--- src/design/cbl_pkg.sv ---
// ----------------------------------------------------------------------------
// cbl_pkg
// Shared types and constants of the backbone chain break labeler.
// ----------------------------------------------------------------------------
package cbl_pkg;

  localparam int DEFAULT_MAX_LABELS = 16;

  localparam int COORD_W    = 25;
  localparam int MAG_W      = 25;
  localparam int SQ_W       = 50;
  localparam int SUM_W      = 52;
  localparam int LIMIT_W    = 40;
  localparam int CNT_W      = 5;
  localparam int LABEL_W    = 8;
  localparam int CFG_IDX_W  = 3;
  localparam int CFG_DATA_W = 64;

  localparam logic [LIMIT_W-1:0] CN_LIMIT_RESET = 40'd3500000;
  localparam logic [LIMIT_W-1:0] CA_LIMIT_RESET = 40'd16000000;
  localparam logic [LABEL_W-1:0] ASCII_A        = 8'd65;
  localparam logic [CNT_W-1:0]   ALPHABET_LAST  = 5'd25;

  typedef enum logic [CFG_IDX_W-1:0] {
    CFG_CN_LIMIT   = 3'd0,
    CFG_CA_LIMIT   = 3'd1,
    CFG_BUMP_HET   = 3'd2,
    CFG_LABEL_CNT  = 3'd3,
    CFG_LABELS_LO  = 3'd4,
    CFG_LABELS_HI  = 3'd5
  } cfg_idx_e;

  typedef enum logic [1:0] {
    MODE_FIRST = 2'd0,
    MODE_CN    = 2'd1,
    MODE_CA    = 2'd2,
    MODE_NONE  = 2'd3
  } mode_e;

  typedef logic signed [COORD_W-1:0] coord_t;

  typedef struct packed {
    coord_t x;
    coord_t y;
    coord_t z;
  } pos_t;

  typedef struct packed {
    mode_e mode;
    pos_t  a;
    pos_t  b;
    logic  het_brk;
    logic  missing;
  } sel_t;

  typedef struct packed {
    mode_e           mode;
    logic [SQ_W-1:0] sq_x;
    logic [SQ_W-1:0] sq_y;
    logic [SQ_W-1:0] sq_z;
    logic            het_brk;
    logic            missing;
  } sq_t;

endpackage

--- src/design/cbl_if.sv ---
// ----------------------------------------------------------------------------
// cbl_if
// Valid/ready channels carrying residue summaries in and chain labels out.
// ----------------------------------------------------------------------------
interface cbl_in_if;
  logic                  valid;
  logic                  ready;
  logic [2:0]            atom_present;
  cbl_pkg::coord_t       n_x;
  cbl_pkg::coord_t       n_y;
  cbl_pkg::coord_t       n_z;
  cbl_pkg::coord_t       ca_x;
  cbl_pkg::coord_t       ca_y;
  cbl_pkg::coord_t       ca_z;
  cbl_pkg::coord_t       c_x;
  cbl_pkg::coord_t       c_y;
  cbl_pkg::coord_t       c_z;
  logic                  is_hetatm;

  modport source (
    output valid, atom_present, n_x, n_y, n_z, ca_x, ca_y, ca_z, c_x, c_y, c_z,
           is_hetatm,
    input  ready
  );

  modport sink (
    input  valid, atom_present, n_x, n_y, n_z, ca_x, ca_y, ca_z, c_x, c_y, c_z,
           is_hetatm,
    output ready
  );
endinterface

interface cbl_out_if;
  logic                            valid;
  logic                            ready;
  logic [cbl_pkg::LABEL_W-1:0]     chain_label;
  logic                            chain_started;
  logic                            atoms_missing;

  modport source (
    output valid, chain_label, chain_started, atoms_missing,
    input  ready
  );

  modport sink (
    input  valid, chain_label, chain_started, atoms_missing,
    output ready
  );
endinterface

--- src/design/backbone_chain_break_labeler.sv ---
// ----------------------------------------------------------------------------
// backbone_chain_break_labeler
// Assigns chain labels to a stream of residue backbone summaries.
// ----------------------------------------------------------------------------
// One residue beat is accepted every clock cycle unless the output stalls;
// each beat yields one result beat via the input, squaring and result
// registers. The test pair is chosen against the previous residue when the
// beat is taken, three 25x25 multipliers in the middle stage give the squared
// distance, and the compare and label update close in the last stage. The
// user must write configuration through the plain write port only while the
// stream is idle; the block does not enforce it. Unlisted indexes are ignored.
module backbone_chain_break_labeler #(
  parameter int MAX_LABELS = cbl_pkg::DEFAULT_MAX_LABELS
) (
  input  logic                              clk_i,
  input  logic                              rst_ni,
  input  logic                              cfg_we_i,
  input  logic [cbl_pkg::CFG_IDX_W-1:0]     cfg_idx_i,
  input  logic [cbl_pkg::CFG_DATA_W-1:0]    cfg_data_i,
  cbl_in_if.sink                            in_i,
  cbl_out_if.source                         out_o
);

  logic [cbl_pkg::LIMIT_W-1:0]    cn_limit_q, ca_limit_q;
  logic                           bump_q;
  logic [cbl_pkg::CNT_W-1:0]      label_cnt_q;
  logic [cbl_pkg::CFG_DATA_W-1:0] labels_lo_q, labels_hi_q;

  logic          s1_valid, s1_ready, s2_valid, s2_ready;
  cbl_pkg::sel_t s1;
  cbl_pkg::sq_t  s2;

  always_ff @(posedge clk_i or negedge rst_ni) begin
    if (!rst_ni) begin
      cn_limit_q  <= cbl_pkg::CN_LIMIT_RESET;
      ca_limit_q  <= cbl_pkg::CA_LIMIT_RESET;
      bump_q      <= 1'b0;
      label_cnt_q <= '0;
      labels_lo_q <= '0;
      labels_hi_q <= '0;
    end else if (cfg_we_i) begin
      unique case (cfg_idx_i)
        cbl_pkg::CFG_CN_LIMIT:  cn_limit_q  <= cfg_data_i[cbl_pkg::LIMIT_W-1:0];
        cbl_pkg::CFG_CA_LIMIT:  ca_limit_q  <= cfg_data_i[cbl_pkg::LIMIT_W-1:0];
        cbl_pkg::CFG_BUMP_HET:  bump_q      <= cfg_data_i[0];
        cbl_pkg::CFG_LABEL_CNT: label_cnt_q <= cfg_data_i[cbl_pkg::CNT_W-1:0];
        cbl_pkg::CFG_LABELS_LO: labels_lo_q <= cfg_data_i;
        cbl_pkg::CFG_LABELS_HI: labels_hi_q <= cfg_data_i;
        default: ;
      endcase
    end
  end

  cbl_front u_front (
    .clk_i         (clk_i),
    .rst_ni        (rst_ni),
    .bump_on_het_i (bump_q),
    .in_i          (in_i),
    .s1_valid_o    (s1_valid),
    .s1_ready_i    (s1_ready),
    .s1_o          (s1)
  );

  cbl_dist u_dist (
    .clk_i      (clk_i),
    .rst_ni     (rst_ni),
    .s1_valid_i (s1_valid),
    .s1_ready_o (s1_ready),
    .s1_i       (s1),
    .s2_valid_o (s2_valid),
    .s2_ready_i (s2_ready),
    .s2_o       (s2)
  );

  cbl_label #(
    .MAX_LABELS (MAX_LABELS)
  ) u_label (
    .clk_i           (clk_i),
    .rst_ni          (rst_ni),
    .cn_limit_sq_i   (cn_limit_q),
    .ca_limit_sq_i   (ca_limit_q),
    .label_count_i   (label_cnt_q),
    .labels_first_i  (labels_lo_q),
    .labels_second_i (labels_hi_q),
    .s2_valid_i      (s2_valid),
    .s2_ready_o      (s2_ready),
    .s2_i            (s2),
    .out_o           (out_o)
  );

endmodule

--- src/design/cbl_front.sv ---
// ----------------------------------------------------------------------------
// cbl_front
// Input register: keeps the previous residue's atoms and picks the test.
// ----------------------------------------------------------------------------
module cbl_front (
  input  logic            clk_i,
  input  logic            rst_ni,
  input  logic            bump_on_het_i,
  cbl_in_if.sink          in_i,
  output logic            s1_valid_o,
  input  logic            s1_ready_i,
  output cbl_pkg::sel_t   s1_o
);

  logic          s1_valid_q;
  cbl_pkg::sel_t s1_q, s1_d;

  logic          prev_c_valid_q, prev_ca_valid_q, prev_het_q, seen_q;
  cbl_pkg::pos_t prev_c_q, prev_ca_q;

  logic          accept;
  logic          has_n, has_ca, has_c;
  cbl_pkg::pos_t n_pos, ca_pos, c_pos;

  assign in_i.ready = !s1_valid_q || s1_ready_i;
  assign accept     = in_i.valid && in_i.ready;

  assign has_n  = in_i.atom_present[0];
  assign has_ca = in_i.atom_present[1];
  assign has_c  = in_i.atom_present[2];

  assign n_pos  = '{x: in_i.n_x,  y: in_i.n_y,  z: in_i.n_z};
  assign ca_pos = '{x: in_i.ca_x, y: in_i.ca_y, z: in_i.ca_z};
  assign c_pos  = '{x: in_i.c_x,  y: in_i.c_y,  z: in_i.c_z};

  always_comb begin
    s1_d         = '0;
    s1_d.mode    = cbl_pkg::MODE_FIRST;
    if (!seen_q) begin
      s1_d.mode = cbl_pkg::MODE_FIRST;
    end else if (prev_c_valid_q && has_n) begin
      s1_d.mode = cbl_pkg::MODE_CN;
      s1_d.a    = prev_c_q;
      s1_d.b    = n_pos;
    end else if (prev_ca_valid_q && has_ca) begin
      s1_d.mode = cbl_pkg::MODE_CA;
      s1_d.a    = prev_ca_q;
      s1_d.b    = ca_pos;
    end else begin
      s1_d.mode    = cbl_pkg::MODE_NONE;
      s1_d.missing = !prev_het_q && !in_i.is_hetatm;
      s1_d.het_brk = bump_on_het_i && prev_het_q && !in_i.is_hetatm;
    end
  end

  always_ff @(posedge clk_i or negedge rst_ni) begin
    if (!rst_ni) begin
      s1_valid_q      <= 1'b0;
      prev_c_valid_q  <= 1'b0;
      prev_ca_valid_q <= 1'b0;
      prev_het_q      <= 1'b0;
      seen_q          <= 1'b0;
    end else begin
      if (in_i.ready) begin
        s1_valid_q <= in_i.valid;
      end
      if (accept) begin
        prev_c_valid_q  <= has_c;
        prev_ca_valid_q <= has_ca;
        prev_het_q      <= in_i.is_hetatm;
        seen_q          <= 1'b1;
      end
    end
  end

  always_ff @(posedge clk_i) begin
    if (accept) begin
      s1_q      <= s1_d;
      prev_c_q  <= c_pos;
      prev_ca_q <= ca_pos;
    end
  end

  assign s1_valid_o = s1_valid_q;
  assign s1_o       = s1_q;

endmodule

--- src/design/cbl_dist.sv ---
// ----------------------------------------------------------------------------
// cbl_dist
// Squares the per-axis differences of the selected atom pair.
// ----------------------------------------------------------------------------
module cbl_dist (
  input  logic            clk_i,
  input  logic            rst_ni,
  input  logic            s1_valid_i,
  output logic            s1_ready_o,
  input  cbl_pkg::sel_t   s1_i,
  output logic            s2_valid_o,
  input  logic            s2_ready_i,
  output cbl_pkg::sq_t    s2_o
);

  logic         s2_valid_q;
  cbl_pkg::sq_t s2_q, s2_d;
  logic         advance;

  function automatic logic [cbl_pkg::SQ_W-1:0] sq_diff(cbl_pkg::coord_t a,
                                                       cbl_pkg::coord_t b);
    logic signed [cbl_pkg::COORD_W:0] d;
    logic        [cbl_pkg::COORD_W:0] m;
    logic        [cbl_pkg::MAG_W-1:0] mag;
    d   = {a[cbl_pkg::COORD_W-1], a} - {b[cbl_pkg::COORD_W-1], b};
    m   = d[cbl_pkg::COORD_W] ? (~d + 1'b1) : d;
    mag = m[cbl_pkg::MAG_W-1:0];
    return mag * mag;
  endfunction

  assign s1_ready_o = !s2_valid_q || s2_ready_i;
  assign advance    = s1_valid_i && s1_ready_o;

  always_comb begin
    s2_d.mode    = s1_i.mode;
    s2_d.sq_x    = sq_diff(s1_i.a.x, s1_i.b.x);
    s2_d.sq_y    = sq_diff(s1_i.a.y, s1_i.b.y);
    s2_d.sq_z    = sq_diff(s1_i.a.z, s1_i.b.z);
    s2_d.het_brk = s1_i.het_brk;
    s2_d.missing = s1_i.missing;
  end

  always_ff @(posedge clk_i or negedge rst_ni) begin
    if (!rst_ni) begin
      s2_valid_q <= 1'b0;
    end else if (s1_ready_o) begin
      s2_valid_q <= s1_valid_i;
    end
  end

  always_ff @(posedge clk_i) begin
    if (advance) begin
      s2_q <= s2_d;
    end
  end

  assign s2_valid_o = s2_valid_q;
  assign s2_o       = s2_q;

endmodule

--- src/design/cbl_label.sv ---
// ----------------------------------------------------------------------------
// cbl_label
// Break decision, chain count and label selection, result register.
// ----------------------------------------------------------------------------
module cbl_label #(
  parameter int MAX_LABELS = cbl_pkg::DEFAULT_MAX_LABELS
) (
  input  logic                              clk_i,
  input  logic                              rst_ni,
  input  logic [cbl_pkg::LIMIT_W-1:0]       cn_limit_sq_i,
  input  logic [cbl_pkg::LIMIT_W-1:0]       ca_limit_sq_i,
  input  logic [cbl_pkg::CNT_W-1:0]         label_count_i,
  input  logic [cbl_pkg::CFG_DATA_W-1:0]    labels_first_i,
  input  logic [cbl_pkg::CFG_DATA_W-1:0]    labels_second_i,
  input  logic                              s2_valid_i,
  output logic                              s2_ready_o,
  input  cbl_pkg::sq_t                      s2_i,
  cbl_out_if.source                         out_o
);

  localparam int IdxW = (MAX_LABELS > 1) ? $clog2(MAX_LABELS) : 1;
  localparam logic [cbl_pkg::CNT_W-1:0] MaxCnt = cbl_pkg::CNT_W'(MAX_LABELS);

  logic                          out_valid_q;
  logic [cbl_pkg::LABEL_W-1:0]   label_q, label_d;
  logic                          started_q, started_d;
  logic                          missing_q;
  logic [cbl_pkg::CNT_W-1:0]     cnt_q, cnt_d;
  logic [cbl_pkg::CNT_W-1:0]     idx_q, idx_d;

  logic                          advance;
  logic [2*cbl_pkg::CFG_DATA_W-1:0] label_bytes;
  logic [cbl_pkg::LABEL_W-1:0]   user_lbl [MAX_LABELS];
  logic [cbl_pkg::CNT_W-1:0]     count;
  logic [cbl_pkg::SUM_W-1:0]     sum;
  logic [cbl_pkg::LIMIT_W-1:0]   limit;
  logic                          brk;

  assign s2_ready_o = !out_valid_q || out_o.ready;
  assign advance    = s2_valid_i && s2_ready_o;

  assign label_bytes = {labels_second_i, labels_first_i};

  always_comb begin
    for (int i = 0; i < MAX_LABELS; i++) begin
      user_lbl[i] = label_bytes[cbl_pkg::LABEL_W*i +: cbl_pkg::LABEL_W];
    end
  end

  assign count = (label_count_i > MaxCnt) ? MaxCnt : label_count_i;

  assign sum = cbl_pkg::SUM_W'(s2_i.sq_x) + cbl_pkg::SUM_W'(s2_i.sq_y)
             + cbl_pkg::SUM_W'(s2_i.sq_z);
  assign limit = (s2_i.mode == cbl_pkg::MODE_CN) ? cn_limit_sq_i : ca_limit_sq_i;

  always_comb begin
    unique case (s2_i.mode)
      cbl_pkg::MODE_CN,
      cbl_pkg::MODE_CA:   brk = sum > cbl_pkg::SUM_W'(limit);
      cbl_pkg::MODE_NONE: brk = s2_i.het_brk;
      default:            brk = 1'b0;
    endcase
  end

  always_comb begin
    cnt_d     = cnt_q;
    idx_d     = idx_q;
    label_d   = label_q;
    started_d = 1'b0;
    if (s2_i.mode == cbl_pkg::MODE_FIRST) begin
      cnt_d   = '0;
      idx_d   = '0;
      label_d = (count != '0) ? user_lbl[0] : cbl_pkg::ASCII_A;
    end else if (brk) begin
      started_d = 1'b1;
      cnt_d     = (cnt_q == cbl_pkg::ALPHABET_LAST) ? '0 : cnt_q + 1'b1;
      idx_d     = (idx_q < count) ? idx_q + 1'b1 : idx_q;
      label_d   = (idx_d < count) ? user_lbl[idx_d[IdxW-1:0]]
                                  : cbl_pkg::ASCII_A + cbl_pkg::LABEL_W'(cnt_d);
    end
  end

  always_ff @(posedge clk_i or negedge rst_ni) begin
    if (!rst_ni) begin
      out_valid_q <= 1'b0;
      cnt_q       <= '0;
      idx_q       <= '0;
      label_q     <= cbl_pkg::ASCII_A;
    end else begin
      if (s2_ready_o) begin
        out_valid_q <= s2_valid_i;
      end
      if (advance) begin
        cnt_q   <= cnt_d;
        idx_q   <= idx_d;
        label_q <= label_d;
      end
    end
  end

  always_ff @(posedge clk_i) begin
    if (advance) begin
      started_q <= started_d;
      missing_q <= s2_i.missing;
    end
  end

  assign out_o.valid         = out_valid_q;
  assign out_o.chain_label   = label_q;
  assign out_o.chain_started = started_q;
  assign out_o.atoms_missing = missing_q;

`ifndef SYNTHESIS
  a_cnt_range: assert property (@(posedge clk_i) disable iff (!rst_ni)
    cnt_q <= cbl_pkg::ALPHABET_LAST)
    else $error("chain count out of range");

  a_idx_range: assert property (@(posedge clk_i) disable iff (!rst_ni)
    idx_q <= MaxCnt)
    else $error("label index beyond label list");

  a_first_clean: assert property (@(posedge clk_i) disable iff (!rst_ni)
    advance && s2_i.mode == cbl_pkg::MODE_FIRST |=>
      out_valid_q && !started_q && !missing_q && cnt_q == '0 && idx_q == '0)
    else $error("first residue not a clean chain start");

  a_excl: assert property (@(posedge clk_i) disable iff (!rst_ni)
    out_valid_q |-> !(started_q && missing_q))
    else $error("break and missing atoms flagged together");

  a_hold: assert property (@(posedge clk_i) disable iff (!rst_ni)
    !advance |=> $stable(cnt_q) && $stable(idx_q))
    else $error("chain state moved without a beat");
`endif

endmodule
--- src/flat_wrapper.sv ---
// flat-port wrapper written by rule: the top's interface ports become plain ports
module backbone_chain_break_labeler_flat 
#(
  parameter int MAX_LABELS = cbl_pkg::DEFAULT_MAX_LABELS
)
  (clk_i, rst_ni, cfg_we_i, cfg_idx_i, cfg_data_i, in_i_valid, in_i_atom_present, in_i_n_x, in_i_n_y, in_i_n_z, in_i_ca_x, in_i_ca_y, in_i_ca_z, in_i_c_x, in_i_c_y, in_i_c_z, in_i_is_hetatm, in_i_ready, out_o_valid, out_o_chain_label, out_o_chain_started, out_o_atoms_missing, out_o_ready);
  cbl_in_if in_i_i ();
  cbl_out_if out_o_i ();
  input  logic clk_i;
  input  logic rst_ni;
  input  logic cfg_we_i;
  input  logic [cbl_pkg::CFG_IDX_W-1:0] cfg_idx_i;
  input  logic [cbl_pkg::CFG_DATA_W-1:0] cfg_data_i;
  input wire logic [$bits(in_i_i.valid)-1:0] in_i_valid;
  input wire logic [$bits(in_i_i.atom_present)-1:0] in_i_atom_present;
  input wire logic [$bits(in_i_i.n_x)-1:0] in_i_n_x;
  input wire logic [$bits(in_i_i.n_y)-1:0] in_i_n_y;
  input wire logic [$bits(in_i_i.n_z)-1:0] in_i_n_z;
  input wire logic [$bits(in_i_i.ca_x)-1:0] in_i_ca_x;
  input wire logic [$bits(in_i_i.ca_y)-1:0] in_i_ca_y;
  input wire logic [$bits(in_i_i.ca_z)-1:0] in_i_ca_z;
  input wire logic [$bits(in_i_i.c_x)-1:0] in_i_c_x;
  input wire logic [$bits(in_i_i.c_y)-1:0] in_i_c_y;
  input wire logic [$bits(in_i_i.c_z)-1:0] in_i_c_z;
  input wire logic [$bits(in_i_i.is_hetatm)-1:0] in_i_is_hetatm;
  output wire logic [$bits(in_i_i.ready)-1:0] in_i_ready;
  output wire logic [$bits(out_o_i.valid)-1:0] out_o_valid;
  output wire logic [$bits(out_o_i.chain_label)-1:0] out_o_chain_label;
  output wire logic [$bits(out_o_i.chain_started)-1:0] out_o_chain_started;
  output wire logic [$bits(out_o_i.atoms_missing)-1:0] out_o_atoms_missing;
  input wire logic [$bits(out_o_i.ready)-1:0] out_o_ready;
  assign in_i_i.valid = in_i_valid;
  assign in_i_i.atom_present = in_i_atom_present;
  assign in_i_i.n_x = in_i_n_x;
  assign in_i_i.n_y = in_i_n_y;
  assign in_i_i.n_z = in_i_n_z;
  assign in_i_i.ca_x = in_i_ca_x;
  assign in_i_i.ca_y = in_i_ca_y;
  assign in_i_i.ca_z = in_i_ca_z;
  assign in_i_i.c_x = in_i_c_x;
  assign in_i_i.c_y = in_i_c_y;
  assign in_i_i.c_z = in_i_c_z;
  assign in_i_i.is_hetatm = in_i_is_hetatm;
  assign in_i_ready = in_i_i.ready;
  assign out_o_valid = out_o_i.valid;
  assign out_o_chain_label = out_o_i.chain_label;
  assign out_o_chain_started = out_o_i.chain_started;
  assign out_o_atoms_missing = out_o_i.atoms_missing;
  assign out_o_i.ready = out_o_ready;
  backbone_chain_break_labeler #(.MAX_LABELS(MAX_LABELS)) u_core (.clk_i(clk_i), .rst_ni(rst_ni), .cfg_we_i(cfg_we_i), .cfg_idx_i(cfg_idx_i), .cfg_data_i(cfg_data_i), .in_i(in_i_i), .out_o(out_o_i));
endmodule
--- config.mk ---
export PLATFORM = sky130hd
export DESIGN_NAME = backbone_chain_break_labeler_flat
export DESIGN_NICKNAME = d
export VERILOG_FILES = /design/src/design/cbl_pkg.sv /design/src/design/cbl_if.sv /design/src/design/backbone_chain_break_labeler.sv /design/src/design/cbl_front.sv /design/src/design/cbl_dist.sv /design/src/design/cbl_label.sv /design/src/flat_wrapper.sv
export SDC_FILE = /design/constraint.sdc
export NUM_CORES = 2
export LEC_CHECK = 0
export CORE_ASPECT_RATIO = 1.2
export CORE_UTILIZATION = 41
export DETAILED_ROUTE_END_ITERATION = 8
export DONT_BUFFER_PORTS = 1
export GPL_ROUTABILITY_DRIVEN = 0
export GPL_TIMING_DRIVEN = 0
export SLEW_MARGIN = 20
export SYNTH_ARGS = -nofsm -noshare
export SYNTH_HDL_FRONTEND = slang
export SYNTH_SLANG_ARGS = --single-unit
--- constraint.sdc ---
create_clock -name clk_i -period 34 [get_ports clk_i]
set_input_delay 1.7 -clock clk_i [delete_from_list [all_inputs] [get_ports clk_i]]
set_output_delay 1.7 -clock clk_i [all_outputs]
set_load 0.1 [all_outputs]
==> flow_metrics.tcl <==
set metrics [dict create \
    relSlewSlack_pct 14.0 \
    fin_nets 11372 \
    cap_violations 0 \
    rsz0062_at_grt "no" \
    n_fill_cell 20532 \
    syn_inst 8802 \
    cts_tree "built" \
    synth_top_area_share_pct 32.7 \
    r2r-start "u_core.u_front.s1_o[52]" \
    worstHoldPathType "reg2reg" \
    crit_path_end "u_core.u_dist.s2_o[150]" \
    clk_path_buf_depth 3 \
    fin_util_pct 44.3 \
    drtIter0Drc 4413 \
    ys_ff_latch 696 \
    start_util_pct 41.2 \
    fin_crit_sh_pct 40.5 \
    syn2layout_area_growth_pct 7.43 \
    clkSlewWorstSetupHoldPaths_ns 0.06 \
    cpMaxStageDelayCell "xnor2_1" \
    clock-root-buffer "clkbuf_16" \
    finalHoldViolations 0 \
    synth_area_leaders "fa_1, edfxtp_1, ha_1" \
    layout_common_cells "inv_1, fa_1, ha_1" \
    setup_violations 0 \
    vias_per_cell 5.30 \
    grt_max_degree 240 \
    tightest_slew_ns 1.29 \
    cp_max_fo 10 \
    clock_latency_ns 0.70 \
    rr_worst_depth 42 \
    dp_cells 11645 \
    die_x_um 428 \
    slowest_delay_ns 0.84 \
    port_buffers 0 \
    grt_pass1_vias 67339 \
    syn_area_per_cell_um2 10.1 \
    layout-drive-gt1-share_pct 5.68 \
    cts_buffers 78 \
    antenna_found_initial 7 \
    rows 187 \
    maxSlewViolCount 0 \
    crit_path_start "u_core.u_front.s1_o[52]" \
    fin_tns_setup_ns 0 \
    ys_warn_count 0 \
    finalCriticalPeriod_ns 13.79 \
    synth.distinct_cells 92 \
    drt-pass1-iter-count 8 \
    postCtsSetupBuffers 0 \
    cp.required_ns 34.54 \
    cts_htree_levels 3 \
    critPathLaunchType "register" \
    grt_first_pass_wirelength_um 388000 \
    crit_type "reg2reg" \
    ios 313 \
    route.detailed.drc 0 \
    seq_area_frac_synth_pct 22.1 \
    fmax_mhz 72.5 \
    use_met3_pct 4.18 \
    post-place-ws_ns 20.26 \
    drtAntennaViolNets 0 \
    core-area_um2 216000 \
    fin_skew_ns 0.0436 \
    synth_ff_type "edfxtp_1" \
    finalWorstSetupSlack_ns 20.21 \
    syn-cell-area_um2 89200 \
    instances_no_fill 11798 \
    die_height_um 513 \
    crit_arrival_ns 14.33 \
    synth_edf_count 457 \
    use_met2_pct 39.1 \
    wire_per_inst_um 21.2 \
    wl_um 251000 \
    cpMostUsedCell "fa_1" \
    cts_hold_repair.buffers 0 \
    synthArstFlopShare_pct 34.3 \
    critPathCaptureType "register" \
    use_met1_pct 28.3 \
    hpwlAfterDp_um 209000 \
    status "finished clean" \
    r2r_end "u_core.u_dist.s2_o[150]" \
    clock_sinks 696 \
    reg2reg_slack_ns 20.21 \
    layout_commonest_cell "inv_1" \
    design.die.area_um2 220000 \
    gr-total-overflow 0 \
    busiest_layer "met2" \
    yosysTopAreaCell "fa_1" \
    grt_util_all_layers_pct 23.0 \
    via_count 62536 \
    cts_resized 0 \
]
## final cells by class
type / count / area, µm² / area share, %
Buffer: 284 / 1080 / 1.13
Antenna cell: 8 / 20.0 / 0.0209
Inverter: 1953 / 7340 / 7.65
Sequential cell: 696 / 19700 / 20.6
Multi-Input combinational cell: 5870 / 61300 / 64.0
Tap cell: 2835 / 3550 / 3.70
Clock inverter: 36 / 520 / 0.543
Timing Repair Buffer: 7 / 144 / 0.150
Clock buffer: 109 / 2180 / 2.27
## registers in the layout (all words and copies together) (netlist names), 5 cells and up
register and count:
u_core.u_front.prev_c_q 75, u_core.u_label.out_o.chain_label 8, u_core.u_dist.s2_o 151, u_core.labels_lo_q 64
u_core.u_label.cnt_q 5, u_core.labels_hi_q 64, u_core.label_cnt_q 5, u_core.u_label.idx_q 5
u_core.u_front.prev_ca_q 75, u_core.cn_limit_q 40, u_core.ca_limit_q 40, u_core.u_front.s1_o 154
## stage by stage
step / hold WS [ns] / area [µm²]
2_1_floorplan: 0.400 / 89300
3_3_place_gp: 0.411 / 92800
3_5_place_dp: 0.405 / 93100
4_1_cts: 0.419 / 95800
5_1_grt: 0.432 / 95900
6_report: 0.418 / 95900
## layer usage
layer	vias up	share of wire, %
li1	28118	-
met1	31561	39
met2	2323	48
met3	534	7.4
met4	0	5.4
met5	-	0
## logic make-up (layout without fill, tap and decap cells)
| group | after synthesis | after routing | synth area share, % |
|---|---|---|---|
| flip-flops | 696 | 696 | 22.1 |
| XOR/XNOR | 333 | 333 | 3.31 |
| AO/OA/AOI/OAI | 1084 | 1084 | 8.08 |
| adder cells (fa/ha/maj) | 2182 | 2182 | 42.8 |
| AND/OR/NAND/NOR | 1909 | 1909 | 9.65 |
| other | 2 | 11 | 0.00841 |
| multiplexers | 359 | 359 | 4.60 |
| buffers and inverters | 2237 | 2389 | 9.42 |
## Yosys cell counts (all sizes together) (20+ instances only)
master  count
fa       1457
xnor2     215
mux2i     115
o21bai     34
nand4      36
a22oi     153
or2        34
o211ai     23
nand2b     54
nor3       63
clkbuf    252
buf        32
a31oi      30
inv      1944
o21a       50
a211oi     25
or3        20
and2       26
dfrtp     218
nor2      688
and3       29
ha        724
mux2      226
nand2     635
nand3      61
a21oi     283
xor2      116
dfstp      21
nor2b     191
edfxtp    457
o21ai     161
o31ai      30
a21o      163
## critical path, delay by kind of cell (launching register included)
kind	cells	cell delay, ns
buffers and inverters	7	1.05
adders and majority gates	10	4.67
xor gates and xnor gates	1	0.84
DFF	1	0.38
and+or+nand+nor	9	2.53
AOI/OAI and AO/OA	15	4.21
## worst min path at each step
stage / from / to / slack [ns] / cells past startpoint
2_1_floorplan: u_core.u_front.s1_o[0] / u_core.u_dist.s2_o[0] / 0.40 / 0
3_3_place_gp: u_core.u_front.s1_o[152] / u_core.u_dist.s2_o[152] / 0.41 / 0
3_5_place_dp: u_core.u_front.s1_o[152] / u_core.u_dist.s2_o[152] / 0.40 / 0
4_1_cts: u_core.u_front.s1_o[152] / u_core.u_dist.s2_o[152] / 0.42 / 0
5_1_grt: u_core.u_front.s1_o[152] / u_core.u_dist.s2_o[152] / 0.43 / 0
6_report: u_core.u_front.s1_o[152] / u_core.u_dist.s2_o[152] / 0.42 / 0
Power is left out: the tool's default activity adds up to more than one toggle a clock period on the data nets, which glitch-free logic cannot reach.
